File: src/hw/rtl/smm_pkg.sv
// shared types and constants for the square matrix multiplier
// no dependencies; imported by the controller, datapath and top level
package smm_pkg;

    localparam int MAX_N  = 8;
    localparam int IDX_W  = 3;
    localparam int ADDR_W = 2 * IDX_W;
    localparam int DEPTH  = MAX_N * MAX_N;
    localparam int DATA_W = 32;
    localparam int SIZE_W = 4;

    typedef enum logic [1:0] {
        OP_LOAD_A  = 2'd0,
        OP_LOAD_B  = 2'd1,
        OP_COMPUTE = 2'd2
    } opcode_t;

    typedef struct packed {
        opcode_t                    opcode;
        logic [IDX_W-1:0]           row_index;
        logic [IDX_W-1:0]           col_index;
        logic signed [DATA_W-1:0]   element_value;
    } in_word_t;

    typedef struct packed {
        logic [IDX_W-1:0]           out_row;
        logic [IDX_W-1:0]           out_col;
        logic signed [DATA_W-1:0]   product_value;
        logic                       last_element;
    } out_word_t;

    // tag that travels with each multiply-accumulate step
    typedef struct packed {
        logic                       first_k;
        logic                       last_k;
        logic [IDX_W-1:0]           row;
        logic [IDX_W-1:0]           col;
        logic                       last_element;
    } mac_tag_t;

    typedef struct packed {
        logic                       wr_a;
        logic                       wr_b;
        logic [ADDR_W-1:0]          wr_addr;
        logic [DATA_W-1:0]          wr_data;
        logic                       rd_en;
        logic [ADDR_W-1:0]          rd_addr_a;
        logic [ADDR_W-1:0]          rd_addr_b;
        mac_tag_t                   tag;
    } dp_cmd_t;

    typedef struct packed {
        logic                       pipe_busy;
    } dp_status_t;

endpackage

File: src/hw/rtl/smm_datapath.sv
// matrix stores, multiplier and accumulator with the result register
// depends on smm_pkg; commanded by smm_controller
module smm_datapath
    import smm_pkg::*;
(
    input  logic        clk,
    input  logic        rst_n,
    input  dp_cmd_t     cmd,
    output dp_status_t  status,
    output logic        result_valid,
    output out_word_t   result_word
);

    logic [DATA_W-1:0]      mem_a [DEPTH];
    logic [DATA_W-1:0]      mem_b [DEPTH];
    logic [DATA_W-1:0]      rd_a_reg;
    logic [DATA_W-1:0]      rd_b_reg;
    logic                   s1_valid_reg;
    mac_tag_t               s1_tag_reg;
    logic                   s2_valid_reg;
    mac_tag_t               s2_tag_reg;
    logic [DATA_W-1:0]      prod_reg;
    logic [2*DATA_W-1:0]    prod_full;
    logic [DATA_W-1:0]      acc_reg;
    logic [DATA_W-1:0]      acc_next;
    logic                   out_valid_reg;
    out_word_t              out_word_reg;

    // stores: one write port, registered read
    always_ff @(posedge clk)
    begin
        if (cmd.wr_a)
            mem_a[cmd.wr_addr] <= cmd.wr_data;
        if (cmd.wr_b)
            mem_b[cmd.wr_addr] <= cmd.wr_data;
        rd_a_reg <= mem_a[cmd.rd_addr_a];
        rd_b_reg <= mem_b[cmd.rd_addr_b];
    end

    // low half of the product is all that survives the wrap
    assign prod_full = rd_a_reg * rd_b_reg;
    assign acc_next  = s2_tag_reg.first_k ? prod_reg : acc_reg + prod_reg;

    always_ff @(posedge clk)
    begin
        s1_tag_reg <= cmd.tag;
        s2_tag_reg <= s1_tag_reg;
        prod_reg   <= prod_full[DATA_W-1:0];
        if (s2_valid_reg)
            acc_reg <= acc_next;
        out_word_reg.out_row       <= s2_tag_reg.row;
        out_word_reg.out_col       <= s2_tag_reg.col;
        out_word_reg.product_value <= acc_next;
        out_word_reg.last_element  <= s2_tag_reg.last_element;
    end

    always_ff @(posedge clk or negedge rst_n)
    begin
        if (!rst_n)
        begin
            s1_valid_reg  <= 1'b0;
            s2_valid_reg  <= 1'b0;
            out_valid_reg <= 1'b0;
        end
        else
        begin
            s1_valid_reg  <= cmd.rd_en;
            s2_valid_reg  <= s1_valid_reg;
            out_valid_reg <= s2_valid_reg && s2_tag_reg.last_k;
        end
    end

    assign status.pipe_busy = s1_valid_reg || s2_valid_reg;
    assign result_valid     = out_valid_reg;
    assign result_word      = out_word_reg;

endmodule
File: config.mk
export PLATFORM = sky130hd
export DESIGN_NAME = smm_datapath
export DESIGN_NICKNAME = d
export VERILOG_FILES = /design/src/hw/rtl/smm_pkg.sv /design/src/hw/rtl/smm_datapath.sv
export SDC_FILE = /design/constraint.sdc
export NUM_CORES = 2
export LEC_CHECK = 0
export CORE_UTILIZATION = 42
export DETAILED_ROUTE_END_ITERATION = 7
export DONT_BUFFER_PORTS = 1
export GPL_TIMING_DRIVEN = 1
export PLACE_DENSITY_LB_ADDON = 0.25
export SYNTH_ARGS = -nofsm -noshare
export SYNTH_HDL_FRONTEND = slang
export SYNTH_SLANG_ARGS = --single-unit
File: constraint.sdc
create_clock -name clk -period 9.6 [get_ports clk]
set_input_delay 1.44 -clock clk [delete_from_list [all_inputs] [get_ports clk]]
set_output_delay 1.44 -clock clk [all_outputs]
set_load 0.05 [all_outputs]
# After elaboration in Yosys (flattened, before gate mapping)
# Memories as Yosys holds them, arrays and structs flattened. A register that Yosys moved wholly into a read port is not among the register bits.
# Index checks and enable logic that the tools add are counted.
# W data, S select, Z words.
[word_totals] reg_bits=124 mem_bits_rw=4096 in_bits=64 out_inout_bits=41 wordCells=30 n_memories=2
[classes] add_sub_neg=1 mul=1 mux=5 n_reduce_logical=2
[memory_table] name="mem_a" depth=64 width=32 rd=1 rd_clocked_by_memory_dff=1 write_ports=1 line="smm_datapath.sv:14" text="logic [DATA_W-1:0] mem_a [DEPTH];"
[memory_table] name="mem_b" depth=64 width=32 rd=1 rd_clocked_by_memory_dff=1 write_ports=1 line="smm_datapath.sv:15" text="logic [DATA_W-1:0] mem_b [DEPTH];"
[ops] cell="$add A32 B32 Y32" n=1
[ops] cell="$mul A32 B32 Y32" n=1
[ops] cell="$mux W32" n=1
[ops] cell="$mux W1" n=4
[ops] cell="$logic_and A1 B1 Y1" n=1
[ops] cell="$logic_or A1 B1 Y1" n=1

# Logic depth before layout (Yosys ltp)
[logic_depth] ltp_word=2 depth_mapped=26 mapped_depth_nobuf=25

# Least setup slack after synthesis
# No wires, ideal clock.
[synth_path] path_kind="register -> register" startpoint="register rd_b_reg[2], read port of mem_b" endpoint="register prod_reg[31]" t_arrival_ns=6.786 path_slack_ns=2.741 path_stages_with_launch=25 path_buffers=2 synth_period_minus_slack_ns=6.859 cell_sequence="dfxtp_1 clkbuf_1 clkbuf_1 nand2_1 fa_1 fa_1 fa_1 fa_1 inv_1 fa_1 fa_1 inv_1 fa_1 fa_1 inv_1 ha_1 and3_1 a31oi_1 o21ai_0 a21oi_2 o21ai_1 a311oi_2 o21ai_0 a41oi_1 xnor2_1"
[synth_between] elab_chain_len=1
[synth_lines] item="start, declared" line="smm_datapath.sv:17" text="logic [DATA_W-1:0] rd_b_reg;"
[synth_lines] item="$mul A32 B32 Y32" line="smm_datapath.sv:41" text="assign prod_full = rd_a_reg * rd_b_reg;"
[synth_lines] item="named net prod_full[31]" line="smm_datapath.sv:23" text="logic [2*DATA_W-1:0] prod_full;"
[synth_lines] item="end signal, assigned" line="smm_datapath.sv:48" text="prod_reg <= prod_full[DATA_W-1:0];"
[synth_lines] item="end, declared" line="smm_datapath.sv:22" text="logic [DATA_W-1:0] prod_reg;"
# The timed path passes the listed nets, and every way through them passes these cells.
# A chain may end at the register's enable or synchronous reset.

# Worst setup path after layout
[layout_path] startpoint="register rd_b_reg[3], read port of mem_b" endpoint="register prod_reg[31]"
# The elaborated chain is that of the path after synthesis.

==> flow_summary.ini <==
[placed_design]
place_ws_ps = 1913
gp_congestion = 0.8368
dp_hpwl_um = 231200
numPortBuffers = 0

[yosys]
syn_area_per_cell_sq_um = 21.74
ys_types = 61
synth_seq_cells = 4284
synthFlopType = edfxtp_1
synth_top_area_share_pct = 70.06
synthTopCellsByArea = edfxtp_1, mux4_2, fa_1
syn_inst = 8139
seq_area_frac_synth_pct = 71.83
async_reset_ff_share_pct = 0.07003
syn-num-nets = 8766
synth_edf_count = 4128
synth_area_sq_um = 176900
yosysTopAreaCell = edfxtp_1
yosys_warnings = 0

[power_and_ir_drop]
p_per_area_nw_per_um2 = 369.8
power.leakage_nw = 63.60
combPwrFrac_pct = 47.5
ir_drop_mv = 1.789
switchingPower_mw = 26.78
internal_power_mw = 46.48
pwr-share-clk_pct = 22.4
p_sw_share_pct = 36.56
power.share.sequential_pct = 30.1

[sta]
tightest_slew_ps = 2340
finalSetupViolCount = 0
fmax_mhz = 129.3
post-route-period-util_pct = 80.56
fin_skew_ps = 41.05
rsz0062_at_grt = no
slew_headroom_pct = -56.01
slew_violations = 316
fin_crit_ps = 7734
setup-tns-final_ps = 0
worst_slack_ps = 1866
finalHoldViolCount = 0

[setup_path]
worstPathArrival_ps = 8520
cp.required_ps = 10390
path_cells = nand2_1 -> fa_1 -> fa_1 -> fa_1 -> fa_1 -> inv_1 -> fa_1 -> fa_1 -> inv_1 -> fa_1 -> fa_1 -> inv_1 -> ha_1 -> and3_1 -> a31oi_1 -> o21ai_0 -> a21oi_2 -> o21ai_1 -> a311oi_2 -> o21ai_0 -> a41oi_1 -> xnor2_1
path_buf_inv = 3
critical_path.max_stage_delay_ps = 1130
critPathKind = reg -> reg
reg2reg_setup_slack_ps = 1870
path_max_fanout = 29
cp-end-kind = flip-flop
crit_slowest_cell = dfxtp_1
cpMostUsedCell = fa_1
critPathTopFamily = adder cells
startpoint_type = flip-flop

[detailed_routing]
drtAntennaViolNets = 0
drtIter0Drc = 9089
drt-vias-per-instance = 5.831
dr.pass1.iters = 7
wl_um = 452100
vias = 82710
drc_errors = 0
routedWlPerCell_um = 31.87

[final_layout]
fillers = 33820
multi_input_area_sq_um = 47610
regArea_sq_um = 127100
fin_nets = 8953
drive_above_1_share_pct = 25.97
area_delta_synth_final_pct = 11.95

[cts]
clk_latency_ps = 970
cts_root_buf = clkbuf_16
cts_buffers = 425
htreeDepth = 5
cts_resized = 0
clock_sinks = 4284
cts_hold_buf = 0
cts_tree = built
post_cts.repair.setup_buffers = 0
clk_pin_slew_ps = 60
cts_max_path_buffers = 4

[global_routing]
grt_pass1_wl_um = 641200
antenna_found_initial = 44
overflow = 0
grtUsageTotal_pct = 21.22
grt_max_degree = 513
grt_pass1_vias = 85800

[hold_path]
hp-class = in -> async

[die]
core_sq_um = 418100
dieArea_sq_um = 423900
fp.dieH_um = 651.1
die_w_um = 651.1
rows = 237
initial_core_util_pct = 42.32
ios = 105

[outcome]
status = complete, but fails checks
failed_checks = max-slew violations

[run]
maxCapViolations = 0
-- through the flow --
step / hold slack (ps) / instances / instance area [sq um] / power, mW / util, %
2_1_floorplan: 309.6 / 8139 / 176900 / 50.97 / -
3_3_place_gp: 309.7 / 13390 / 184300 / 57.24 / 44.08
3_5_place_dp: 312.1 / 13390 / 184300 / 57.70 / 44.08
4_1_cts: 109.0 / 14160 / 197900 / 74.13 / 47.34
5_1_grt: 148.3 / 14160 / 198000 / 77.77 / 47.36
6_report: 189.6 / 14180 / 198100 / 73.26 / 47.38
-- area by class of cell --
class | instances | share of cell area [%]
Sequential cell | 4284 | 64.16
Multi-Input combinational cell | 3055 | 24.04
Clock buffer | 530 | 5.701
Tap cell | 5497 | 3.472
Clock inverter | 235 | 1.176
Inverter | 391 | 0.7409
Timing Repair Buffer | 169 | 0.6809
Antenna cell | 23 | 0.02906
-- power groups by stage --
| stage | registers (mW) | clock network, mW | logic, mW |
|---|---|---|---|
| floorplan | 22.3 | 0 | 28.6 |
| global placement | 22.4 | 0 | 34.8 |
| detailed placement | 22.4 | 0 | 35.3 |
| CTS | 22.0 | 16.7 | 35.4 |
| global route | 22.0 | 17.4 | 38.4 |
| finish | 22.0 | 16.4 | 34.8 |
-- worst reg2reg max path, stage by stage (launching register included) --
cell	delay, ps
dfxtp_1	1130
nand2_1	210
fa_1	570
fa_1	440
fa_1	500
fa_1	580
inv_1	60
fa_1	480
fa_1	550
inv_1	50
fa_1	440
fa_1	490
inv_1	40
ha_1	340
and3_1	200
a31oi_1	170
o21ai_0	130
a21oi_2	160
o21ai_1	150
a311oi_2	370
o21ai_0	160
a41oi_1	260
xnor2_1	100
-- cell usage after synthesis, drive strengths merged (3+ instances only) --
cell	n
or3b	3
mux2	12
clkbuf	260
xnor2	83
and2	311
or3	5
o21bai	8
xor2	30
nor2	159
edfxtp	4128
mux2i	13
dfrtp	3
nand2b	9
o21a	10
o2111ai	3
nor2b	7
nand4	4
nand3b	7
dfxtp	153
ha	154
buf	149
fa	409
or2	3
inv	391
a21o	18
a41o	3
mux4	1334
a31oi	4
nand2	303
a21oi	40
and3	6
o21ai	64
nand3	11
nor3	12
a41oi	4
a211oi	5
-- metal layers --
layer  vias up  share of wire (%)  GRT usage (%)
met5         -             0.0082              0
met4         6                2.0          4.401
met3       514                7.7          3.659
met2      3153                 48          34.38
met1     45830                 42          30.43
li1      33210                  -              -
-- layout by cell type, fill, tap and decap left out, types with 37 or more instances in the layout --
master	count
buf_4	165
mux4_2	1334
xnor2_1	83
ha_1	154
o21ai_0	62
clkinv_1	84
nor2_4	128
nand2_1	303
and2_1	311
clkbuf_16	435
clkbuf_1	90
inv_1	391
bufinv_16	42
clkinv_2	65
dfxtp_1	152
edfxtp_1	4128
a21oi_1	37
fa_1	409
-- cells by family after synthesis --
group                    Yosys count  share of synthesized area [%]
AND/OR/NAND/NOR                  844                          2.330
XOR/XNOR                         113                         0.5593
multiplexers                    1359                          17.13
flip-flops                      4284                          71.83
adder cells (fa/ha/maj)          563                          5.716
buffers and inverters            800                          1.806
AO/OA/AOI/OAI                    176                         0.6308
-- final timing paths --
path / start / end / depth (start not counted)
worst max-delay path: rd_b_reg[3] / prod_reg[31] / 22
worst min register to register: s1_tag_reg[6] / s2_tag_reg[6] / 0
max in group asynchronous: rst_n / s2_valid_reg / 0
min in group clk: s1_tag_reg[6] / s2_tag_reg[6] / 0
worst max register to register: rd_b_reg[3] / prod_reg[31] / 22
worst min-delay path: rst_n / result_valid / 0
(Power assumes the default switching activity.)
