<file path="src/hw/rtl/smm_pkg.sv">
// shared types and constants for the square matrix multiplier
// no dependencies; imported by the controller, datapath and top level
package smm_pkg;

    localparam int MAX_N  = 8;
    localparam int IDX_W  = 3;
    localparam int ADDR_W = 2 * IDX_W;
    localparam int DEPTH  = MAX_N * MAX_N;
    localparam int DATA_W = 32;
    localparam int SIZE_W = 4;

    typedef enum logic [1:0] {
        OP_LOAD_A  = 2'd0,
        OP_LOAD_B  = 2'd1,
        OP_COMPUTE = 2'd2
    } opcode_t;

    typedef struct packed {
        opcode_t                    opcode;
        logic [IDX_W-1:0]           row_index;
        logic [IDX_W-1:0]           col_index;
        logic signed [DATA_W-1:0]   element_value;
    } in_word_t;

    typedef struct packed {
        logic [IDX_W-1:0]           out_row;
        logic [IDX_W-1:0]           out_col;
        logic signed [DATA_W-1:0]   product_value;
        logic                       last_element;
    } out_word_t;

    // tag that travels with each multiply-accumulate step
    typedef struct packed {
        logic                       first_k;
        logic                       last_k;
        logic [IDX_W-1:0]           row;
        logic [IDX_W-1:0]           col;
        logic                       last_element;
    } mac_tag_t;

    typedef struct packed {
        logic                       wr_a;
        logic                       wr_b;
        logic [ADDR_W-1:0]          wr_addr;
        logic [DATA_W-1:0]          wr_data;
        logic                       rd_en;
        logic [ADDR_W-1:0]          rd_addr_a;
        logic [ADDR_W-1:0]          rd_addr_b;
        mac_tag_t                   tag;
    } dp_cmd_t;

    typedef struct packed {
        logic                       pipe_busy;
    } dp_status_t;

endpackage

</file>
<file path="src/hw/rtl/smm_controller.sv">
// sequencer for loads and the i/j/k product loop, holds the size register
// depends on smm_pkg; drives smm_datapath through dp_cmd_t
module smm_controller
    import smm_pkg::*;
(
    input  logic                clk,
    input  logic                rst_n,
    input  logic                start,
    output logic                busy,
    input  in_word_t            in_word,
    input  logic                size_we,
    input  logic [SIZE_W-1:0]   size_data,
    output dp_cmd_t             cmd,
    input  dp_status_t          status
);

    typedef enum logic [1:0] {
        ST_IDLE,
        ST_RUN,
        ST_DRAIN
    } state_t;

    state_t             state_reg, state_next;
    dp_cmd_t            cmd_reg, cmd_next;
    logic [SIZE_W-1:0]  size_reg;
    logic [IDX_W-1:0]   n_last_reg, n_last_next;
    logic [IDX_W-1:0]   i_reg, i_next;
    logic [IDX_W-1:0]   j_reg, j_next;
    logic [IDX_W-1:0]   k_reg, k_next;
    logic [IDX_W-1:0]   size_last;
    logic [SIZE_W-1:0]  size_dec;

    // clamp the configured size into 1..MAX_N, kept as last index
    always_comb
    begin
        size_dec = size_reg - SIZE_W'(1);
        if (size_reg == '0)
            size_last = '0;
        else if (size_reg > SIZE_W'(MAX_N))
            size_last = IDX_W'(MAX_N - 1);
        else
            size_last = size_dec[IDX_W-1:0];
    end

    always_comb
    begin
        state_next  = state_reg;
        cmd_next    = '0;
        n_last_next = n_last_reg;
        i_next      = i_reg;
        j_next      = j_reg;
        k_next      = k_reg;
        case (state_reg)
            ST_IDLE:
            begin
                if (start)
                begin
                    case (in_word.opcode)
                        OP_LOAD_A, OP_LOAD_B:
                        begin
                            cmd_next.wr_a    = (in_word.opcode == OP_LOAD_A);
                            cmd_next.wr_b    = (in_word.opcode == OP_LOAD_B);
                            cmd_next.wr_addr = {in_word.row_index, in_word.col_index};
                            cmd_next.wr_data = in_word.element_value;
                        end
                        OP_COMPUTE:
                        begin
                            n_last_next = size_last;
                            i_next      = '0;
                            j_next      = '0;
                            k_next      = '0;
                            state_next  = ST_RUN;
                        end
                        default:
                        begin
                            cmd_next = '0;
                        end
                    endcase
                end
            end
            ST_RUN:
            begin
                cmd_next.rd_en            = 1'b1;
                cmd_next.rd_addr_a        = {i_reg, k_reg};
                cmd_next.rd_addr_b        = {k_reg, j_reg};
                cmd_next.tag.first_k      = (k_reg == '0);
                cmd_next.tag.last_k       = (k_reg == n_last_reg);
                cmd_next.tag.row          = i_reg;
                cmd_next.tag.col          = j_reg;
                cmd_next.tag.last_element = (i_reg == n_last_reg) && (j_reg == n_last_reg);
                if (k_reg != n_last_reg)
                    k_next = k_reg + IDX_W'(1);
                else
                begin
                    k_next = '0;
                    if (j_reg != n_last_reg)
                        j_next = j_reg + IDX_W'(1);
                    else
                    begin
                        j_next = '0;
                        if (i_reg != n_last_reg)
                            i_next = i_reg + IDX_W'(1);
                        else
                            state_next = ST_DRAIN;
                    end
                end
            end
            ST_DRAIN:
            begin
                if (!cmd_reg.rd_en && !status.pipe_busy)
                    state_next = ST_IDLE;
            end
            default:
            begin
                state_next = ST_IDLE;
            end
        endcase
    end

    always_ff @(posedge clk or negedge rst_n)
    begin
        if (!rst_n)
        begin
            state_reg  <= ST_IDLE;
            cmd_reg    <= '0;
            size_reg   <= SIZE_W'(MAX_N);
            n_last_reg <= '0;
            i_reg      <= '0;
            j_reg      <= '0;
            k_reg      <= '0;
        end
        else
        begin
            state_reg  <= state_next;
            cmd_reg    <= cmd_next;
            n_last_reg <= n_last_next;
            i_reg      <= i_next;
            j_reg      <= j_next;
            k_reg      <= k_next;
            if (size_we)
                size_reg <= size_data;
        end
    end

    assign busy = (state_reg != ST_IDLE);
    assign cmd  = cmd_reg;

endmodule

</file>
<file path="config.mk">
export PLATFORM = sky130hd
export DESIGN_NAME = smm_controller
export DESIGN_NICKNAME = d
export VERILOG_FILES = /design/src/hw/rtl/smm_pkg.sv /design/src/hw/rtl/smm_controller.sv
export SDC_FILE = /design/constraint.sdc
export NUM_CORES = 1
export LEC_CHECK = 0
export BUFFER_PORTS_ARGS = -buffer_cell sky130_fd_sc_hd__buf_2
export CAP_MARGIN = 40
export CORE_UTILIZATION = 30
export DETAILED_ROUTE_END_ITERATION = 6
export RECOVER_POWER = 25
export SLEW_MARGIN = 5
export SYNTH_ARGS = -nofsm -noshare
export SYNTH_HDL_FRONTEND = slang
export SYNTH_SLANG_ARGS = --single-unit
</file>
<file path="constraint.sdc">
create_clock -name clk -period 3.2 [get_ports clk]
set_input_delay 0.32 -clock clk [delete_from_list [all_inputs] [get_ports clk]]
set_output_delay 0.32 -clock clk [all_outputs]
set_load 0.01 [all_outputs]
</file>
Yosys cells after proc, flatten, opt, wreduce, memory -nomap -nowiden
Cells that the tools add are included.
{"block": "op_classes", "add_sub_neg": 4, "magnitude_cmp": 1, "eq_ne": 17, "mux": 24, "n_reduce_logical": 16}
{"cell": "$mux W40", "n": 2}
{"cell": "$mux W62", "n": 1}
{"cell": "$pmux W22 S2", "n": 1}
{"cell": "$mux W3", "n": 10}
{"cell": "$pmux W3 S2", "n": 3}
{"cell": "$mux W2", "n": 6}
{"cell": "$ne A2 B2 Y1 const B", "n": 6}
{"cell": "$reduce_and A6 Y1", "n": 2}
{"cell": "$add A3 B1 Y3 const B", "n": 3}
{"cell": "$eq A3 B3 Y1", "n": 3}
{"cell": "$ne A3 B3 Y1", "n": 3}
{"cell": "$pmux W2 S3", "n": 1}
{"cell": "$reduce_and A3 Y1", "n": 2}
{"cell": "$eq A2 B1 Y1 const B", "n": 2}
{"cell": "$eq A2 B2 Y1 const B", "n": 2}
{"cell": "$gt A4 B4 Y1 const B", "n": 1}
{"cell": "$logic_not A2 Y1", "n": 2}
{"cell": "$logic_not A4 Y1", "n": 1}
{"cell": "$reduce_and A4 Y1", "n": 1}
{"cell": "$reduce_bool A2 Y1", "n": 2}
{"cell": "$logic_not A3 Y1", "n": 1}
{"cell": "$sub A3 B1 Y3 const B", "n": 1}
{"cell": "$logic_and A1 B1 Y1", "n": 2}
{"cell": "$logic_not A1 Y1", "n": 2}
{"cell": "other kinds (2)", "n": 2}
{"block": "totals", "ff_bits": 80, "input_bits": 49, "output_inout_bits": 63, "wordCells": 80}

Depth between registers and ports, before layout
Gate-level depths: netlist (run 1).
{"block": "logic_depth", "depth_word": 5, "mapped_depth": 6, "ltp_nobuf": 6}

Least setup slack after synthesis (run 1)
Ideal clock, no wire load.
{"block": "synth_path", "path_kind": "reg2reg", "startpoint": "register n_last_reg[1]", "endpoint": "register i_reg[0]", "setup_time_ns": 0.121, "arrival_time_ns": 1.318, "required_time_ns": 3.079, "path_slack_ns": 1.761, "stages_incl_launch_ff": 6, "n_path_buf": 0, "period_less_slack_ns": 1.439, "path_cell_list": "dfrtp_1 -> xor2_1 -> nor3_4 -> nand2_2 -> a21o_1 -> a22o_1"}
{"block": "synth_via", "elab_chain_cells": 3, "word_cells_on_any_way": 7, "cone_classes": "eq/ne: 6; reduce/logical: 1"}
{"item": "from (decl)", "line": "smm_controller.sv:26", "rtl": "logic [IDX_W-1:0] n_last_reg, n_last_next;"}
{"item": "from (signal assigned)", "line": "smm_controller.sv:136", "rtl": "n_last_reg <= n_last_next;"}
{"item": "$ne A3 B3 Y1 (on tied branches)", "line": "smm_controller.sv:101, smm_controller.sv:91, smm_controller.sv:96"}
{"item": "$ne A2 B2 Y1 (no line)"}
{"item": "$reduce_and A6 Y1 (no line) *"}
{"item": "to (signal assigned)", "line": "smm_controller.sv:137", "rtl": "i_reg <= i_next;"}
{"item": "to (decl)", "line": "smm_controller.sv:27", "rtl": "logic [IDX_W-1:0] i_reg, i_next;"}
Mark *: on every way between the ends. The rest lies on a longest branch, timed or not.
A chain may end at the register's enable or synchronous reset.

Worst setup path after layout (run 1)
{"block": "layout_path", "startpoint": "register state_reg[1]", "endpoint": "register i_reg[2]"}
{"block": "layout_via", "elab_chain_cells": 3, "word_cells_on_any_way": 10, "cone_classes": "eq/ne: 6; mux: 1; reduce/logical: 3"}
{"item": "from (decl)", "line": "smm_controller.sv:23", "rtl": "state_t state_reg, state_next;"}
{"item": "from (signal assigned)", "line": "smm_controller.sv:134", "rtl": "state_reg <= state_next;"}
{"item": "$eq A2 B1 Y1 or $logic_not A2 Y1 (tied branches)", "line": "smm_controller.sv:53", "rtl": "case (state_reg)"}
{"item": "$ne A2 B2 Y1 (no line) (tied with other cells)"}
{"item": "$reduce_and A6 Y1 (no line)"}
Several ways; a longest one is shown, not always the timed one.

==> metrics, run 1 <==
status complete, no violations; Synthesized Nets 273; reg2reg end i_reg[2]; FF-to-FF path depth 5; clock insertion delay at the later pin of the skew report 0.33 ns; clock root cell clkbuf_8; Worst Hold Class in2reg; number of flip-flops in the largest register 53; Worst Hold Path EP cmd[24]; Fmax 564 MHz; share of post-route cells with drive strength above 1 a little over two fifths; Seq cells post-synth 71; DIE AREA about 9500 sq um; Post-synth top flop dfrtp_1; Die H 97.6 um; CTS resizes 0; Post-Route WL between 5 and 6 mm; CTS tree yes; row count 34; Yosys Warn Count 0; I/O Buffers 111; Static Leakage 2.00 nW; crit path max fanout 16; Post-Syn Instances around 220; Slew HR a little over half; clk_skew 0.00460 ns; pre-CTS setup slack 1.43 ns; initial drt markers 45; Logic pwr share 28.9%; Residual DRC 0; critical path endpoint category flop; Worst EP arrival 1.97 ns; synthesized area per cell 12.5 sq um; EDFF count, synth 0; CP max stage cell nand2b_1; DR vias 1,901; min Tclk post-route 1.77 ns; Worst setup SP type flop; Filler Cell Count between 800 and 900; GPL Wtd Cong 0.753; Seq pwr share 43.2%; Worst-path clk slew 0.08 ns; Vias/cell 4.30; Final Hold Viols 0; gr usage total 12.6%; drt pass-1 iters 4; total power ~2.7 mW; P_sw 0.901 mW; Die Wd 97.6 um; Clock power frac 27.9%; initial core utilization 31.3%; first-pass GRT wire length roughly 9.4 mm; max-slew violations 0; WL/cell 12.6 um; final net count 383; Post-DRT Antenna Nets 0; Int Pwr 1.85 mW; clk sinks 71; synthesized cell area 2740 sq um; H-tree depth 3; largest net degree at the start of global routing 38; worst path bufs/invs 1; GR Overflow Total 0; crit-path max cell delay ~0.57 ns; period utilization 55.4%; Antenna Cells 0; I/O pin cnt ~110; reg2reg start state_reg[1]; hold-critical path depth 2; antenna violations before repair 0; vias in the first global route between 1,500 and 2,000; R2R setup slack roughly 1.4 ns; max-cap violation count 0; Worst EP required 3.40 ns; clock buffer depth 2; Synth-to-Final Area Change 31.8%; sw frac approximately a third; CTS Buf Count 9; delay-heaviest family, CP simple AND/OR/NAND/NOR gates; RSZ-0062 raised after global routing false; Core Area 8760 sq um; Setup WS post-layout 1.43 ns; critical hold path startpoint in_word[2]; sequential fraction of the synthesis area 64.9%; Worst-Margin Slew 0.689 ns; pwr dens about 760 nW/um^2; # setup viols final 0; HPWL after DPL just over 4 mm; Peak supply drop 0.000266 V; Synth async-reset ratio between 90% and 100%; CP Cell Sequence nand2b_1 -> inv_2 -> and2_1 -> a22oi_1 -> o41ai_1; TNS Setup 0 ns; Synth cell types 39; Setup CP Type reg2reg
## worst register-to-register path, stage by stage, from the launching register on
cell and delay, ns:
dfrtp_1 0.39, nand2b_1 0.57, inv_2 0.20, and2_1 0.24, a22oi_1 0.16, o41ai_1 0.09
## cell usage in the layout (no fill, tap or decap), drive strengths merged, types with 4 or more instances in the layout
| cell | n |
|---|---|
| o21ai | 8 |
| dfrtp | 70 |
| clkbuf | 10 |
| nor2 | 14 |
| and2 | 45 |
| buf | 113 |
| xnor2 | 4 |
| nand2 | 9 |
| ha | 5 |
| inv | 10 |
| mux2 | 4 |
| xor2 | 6 |
## layer usage
layer  routed length (um)  up-vias  share of wire (%)  track usage (%)
met5                    0        -                  0                0
met4                  107        0                1.9             6.45
met3                  390        9                7.0             3.81
met2                 2620       75                 47             19.6
met1                 2460      899                 44             15.7
li1                     -      918                  -                -
## final cells by class
cell class	count	area [sq um]	area share, %
sequential	71	1780	49.2
inverter	10	37.5	1.04
multi-input combinational	123	835	23.1
tap	108	135	3.74
timing repair buffer	114	616	17.0
clock buffer	10	128	3.53
clock inverter	6	85.1	2.35
## synth_stat cells (all sizes together) (2+ instances only)
| cell type | count | area share [%] |
|---|---|---|
| o31ai | 3 | 0.82 |
| dfrtp | 70 | 64 |
| buf | 11 | 2.8 |
| nand3 | 3 | 0.55 |
| nand2b | 3 | 0.68 |
| inv | 10 | 1.4 |
| a32o | 2 | 0.73 |
| a21o | 2 | 0.55 |
| nor2 | 14 | 1.9 |
| and2 | 45 | 10 |
| nand2 | 9 | 1.3 |
| xor2 | 6 | 1.9 |
| nor3 | 3 | 1.1 |
| xnor2 | 4 | 1.3 |
| ha | 5 | 2.3 |
| mux2 | 4 | 1.6 |
| clkbuf | 4 | 0.64 |
| o21ai | 8 | 1.6 |
## worst max-delay path by stage
stage / from / cells after the start / endpoint
after floorplan: n_last_reg[1] / 5 / i_reg[0]
after global placement: state_reg[1] / 4 / cmd[32]
after detailed placement: state_reg[1] / 5 / i_reg[2]
after CTS: state_reg[1] / 5 / i_reg[2]
after global routing: state_reg[1] / 5 / i_reg[2]
final: state_reg[1] / 5 / i_reg[2]
## timing repair
action	in CTS	in global routing
hold buffers	1	0
endpoints found under the hold margin	36	0
setup buffers	0	0
## kinds of logic after synthesis
family | count (synthesis) | share of synthesized area [%]
AOI/OAI and AO/OA | 22 | 5.66
xor gates and xnor gates | 10 | 3.19
adders and majority gates | 5 | 2.28
buffers and inverters | 25 | 4.79
DFF | 71 | 64.9
muxes | 5 | 2.01
and+or+nand+nor | 81 | 17.2
## power by group through the flow
stage,combinational [mW],clock [mW],sequential (mW)
detailed placement,0.804,0,1.21
global placement,0.776,0,1.20
finish,0.795,0.768,1.19
global route,0.899,0.832,1.21
floorplan,0.550,0,1.23
CTS,0.807,0.794,1.19
## stage by stage
| stage | util, % | area [sq um] | hold WS, ns | std cells |
|---|---|---|---|---|
| 6_report | 41.2 | 3610 | 0.184 | 442 |
| 5_1_grt | 41.2 | 3610 | 0.166 | 442 |
| 4_1_cts | 41.2 | 3610 | 0.166 | 442 |
| 3_5_place_dp | 38.7 | 3390 | 0.314 | 425 |
| 3_3_place_gp | 38.1 | 3340 | 0.502 | 423 |
| 2_1_floorplan | - | 2740 | 0.0244 | 219 |
No activity file was read; power rests on OpenSTA's default activity.
==> inputs of run 2 (changes only) <==
ABC_AREA = 1   (was not set)
clock period = 1.76 ns   (was 3.2 ns; I/O delays follow)
==> run 2 against run 1 <==
  * Highest routed layer unchanged
  * Largest cell class unchanged
  * Critical endpoint is now busy
  * First-iteration DRC count increased by 56%
  * Total power increased by 76%
  * Worst hold slack got worse by 0.15 ns
==> metrics, run 2 <==
status complete, no violations; critical hold path startpoint in_word[1]; Finished Core Util 40.2% (-1.0 points); largest net degree at the start of global routing 72 (+89%); largest area contributor in the netlist dfrtp_1; Vias/cell 4.22 (-2.0%); number of flip-flops in the largest register 53 (unchanged); I/O Buffers 111 (unchanged); crit path max fanout 23 (+7); Synth Area in XOR/XNOR 2.07% (-1.1 points); fin cells 548 (+24%); Die Wd 100 um (+2.9%); CTS tree yes; row count 35 (+2.9%); gr usage total 13.9% (+1.3 points); most frequent cell after synthesis nand2_1; mux contribution to synthesized area 0% (-2.0 points); min Tclk post-route 1.62 ns; Worst EP required 1.58 ns (-1.82 ns); sw frac 36.7% (+3.9 points); Fmax 619 MHz; Slew HR 35.2% (-19 points); max-cap violation count 0 (unchanged); Synth async-reset ratio 100% (unchanged); synthesized cell area 2900 sq um (+5.9%); Static Leakage 2.17 nW (+8.6%); Die H 100 um (+2.9%); top post-synthesis cells by area dfrtp_1 (60%), nand2_1 (10%), nor2_1 (7.0%); TNS Setup 0 ns (unchanged); I/O pin cnt 112 (unchanged); Synthesized Nets 358 (+31%); main combinational cell family by area after synthesis simple AND/OR/NAND/NOR gates; Seq pwr share 42.6% (-0.6 points); DR vias 2,310 (+22%); most common cell after layout, fill and taps aside buf_2; Worst-path clk slew 0.08 ns (about the same); CTS Buf Count 9 (unchanged); Compound-Gate Fraction of Synth Area 2.67% (-3.0 points); GR Overflow Total 0 (unchanged); Worst EP arrival 1.44 ns (-0.53 ns); adder-cell share of the synthesized area 2.15% (-0.13 points); initial drt markers 70 (+56%); Worst Hold Class in2reg; post-layout instance area 3750 sq um (+3.8%); Yosys Warn Count 0 (unchanged); Clock power frac 26.5% (-1.4 points); Post-Syn Instances 304 (+39%); Yosys top cell area share 60.3% (-3.6 points); Setup crit start state_reg[1]; pre-CTS setup slack 0.424 ns (-1.01 ns); DIE AREA 10,100 sq um (+5.8%); initial core utilization 31.1% (-0.15 points); Residual DRC 0 (unchanged); Seq cells post-synth 71 (unchanged); Setup WS post-layout 0.145 ns (-1.28 ns); period utilization 91.8%; WL/cell 11.8 um (-6.5%); Synth cell types 26 (-33%); synthesized area per cell 9.55 sq um (-24%); first-pass GRT wire length 10.7 mm (+14%); Worst setup SP type flop; Final Hold Viols 0 (unchanged); clk_skew 0.0120 ns (+0.00736 ns); P_sw 1.78 mW (+98%); H-tree depth 3 (unchanged); final net count 468 (+22%); critical path endpoint category primary output; Synth top cells by count nand2_1 (80), dfrtp_1 (70), nor2_1 (54); vias in the first global route 2,299 (+19%); clock root cell clkbuf_8; antenna violations before repair 0 (unchanged); Post-DRT Antenna Nets 0 (unchanged); share of post-route cells with drive strength above 1 35.3% (-6.3 points); GPL Wtd Cong 0.775 (+2.9%); Peak supply drop 0.000423 V (+59%); reg2reg start n_last_reg[1]; sequential fraction of the synthesis area 61.2% (-3.6 points); Post-Route WL 6.46 mm (+16%); Antenna Cells 0 (unchanged); Worst-Margin Slew 0.972 ns (+0.283 ns); EDFF count, synth 0 (unchanged); DP Area 3550 sq um (+4.7%); Synth-to-Final Area Change 29.2%; Core Area 9330 sq um (+6.4%); Int Pwr 3.07 mW (+66%); Placed Instances 530 (+25%); drt pass-1 iters 4 (unchanged); HPWL after DPL 4.55 mm (+11%); # Post-CTS Setup Buffers 0 (unchanged); RSZ-0062 raised after global routing false; Post-Synth Simple-Gate Area 24.3% (+7.1 points); # setup viols final 0 (unchanged); max-slew violations 0 (unchanged); Post-synth top flop dfrtp_1; Logic pwr share 30.9% (+2.0 points); clock buffer depth 2 (unchanged); Setup CP Type reg2out; most frequent cells in the layout buf_2 (111), nand2_1 (80), dfrtp_1 (70), nor2_1 (54), inv_1 (21); pwr dens 1290 nW/um^2 (+70%); clock insertion delay at the later pin of the skew report 0.35 ns (+0.02 ns); clk sinks 71 (unchanged)
[run 2: cell types whose count changed after synthesis, moves of 4 or more]
| cell | change |
|---|---|
| nand3_1 | +8 |
| inv_2 | +7 |
| nor2_1 | +40 |
| nand2_1 | +72 |
| inv_1 | +12 |
| mux2_2 | -4 |
| xor2_1 | -5 |
| and2_1 | -45 |
[run 2: final cells by class]
cell class	count	area [sq um]
Inverter	29	109
Sequential cell	71	1780
Clock buffer	11	131
Multi-Input combinational cell	186	905
Timing Repair Buffer	117	609
Clock inverter	5	58.8
Fill cell	969	5580
Tap cell	129	161
[run 2: power groups by stage]
stage / Sequential, mW / Combinational [mW] / Clock (mW)
after floorplan: 2.14 / 1.01 / 0
after global placement: 2.09 / 1.47 / 0
after detailed placement: 2.10 / 1.50 / 0
after CTS: 2.07 / 1.51 / 1.34
after global routing: 2.11 / 1.71 / 1.40
final: 2.07 / 1.50 / 1.29
[run 2: cell families after synthesis]
family	Yosys count
AO/OA/AOI/OAI	15
XOR/XNOR	6
adder cells (fa/ha/maj)	5
buffers and inverters	47
flip-flops	71
AND/OR/NAND/NOR	160
[run 2: path summary, 6_finish.rpt]
path / endpoint / slack [ns] / depth (start not counted)
min in group asynchronous: cmd[35] / 0.61 / 3
min: cmd[23] / 0.04 / 3
max reg2reg: state_reg[0] / 0.39 / 6
min reg2reg: size_reg[3] / 0.54 / 2
max: busy / 0.14 / 4
max in group asynchronous: state_reg[1] / 0.50 / 3
[run 2: worst max-delay path, stage by stage, from the launching register on]
cell and delay (ns):
dfrtp_1 0.49, nor2_4 0.20, buf_6 0.22, inv_2 0.06, buf_2 0.14
[run 2: repair_timing]
item,4_1_cts,5_1_grt
hold buffers,2,0
endpoints found under the setup margin,0,1
resized for setup,0,1
endpoints found under the hold margin,71,0
[run 2: per-layer routing]
metal	share of wire, %	track usage (%)	vias up
met4	2.2	7.02	0
li1	-	-	1159
met5	0	0	-
met1	46	16.9	1066
met3	5.7	3.90	11
met2	46	22.6	74
[run 2: through the flow]
step / total power [mW] / hold slack (ns)
finish: 4.85 / 0.0367
global route: 5.22 / 0.0230
floorplan: 3.14 / -0.120
detailed placement: 3.60 / 0.237
global placement: 3.56 / 0.234
CTS: 4.92 / 0.0190
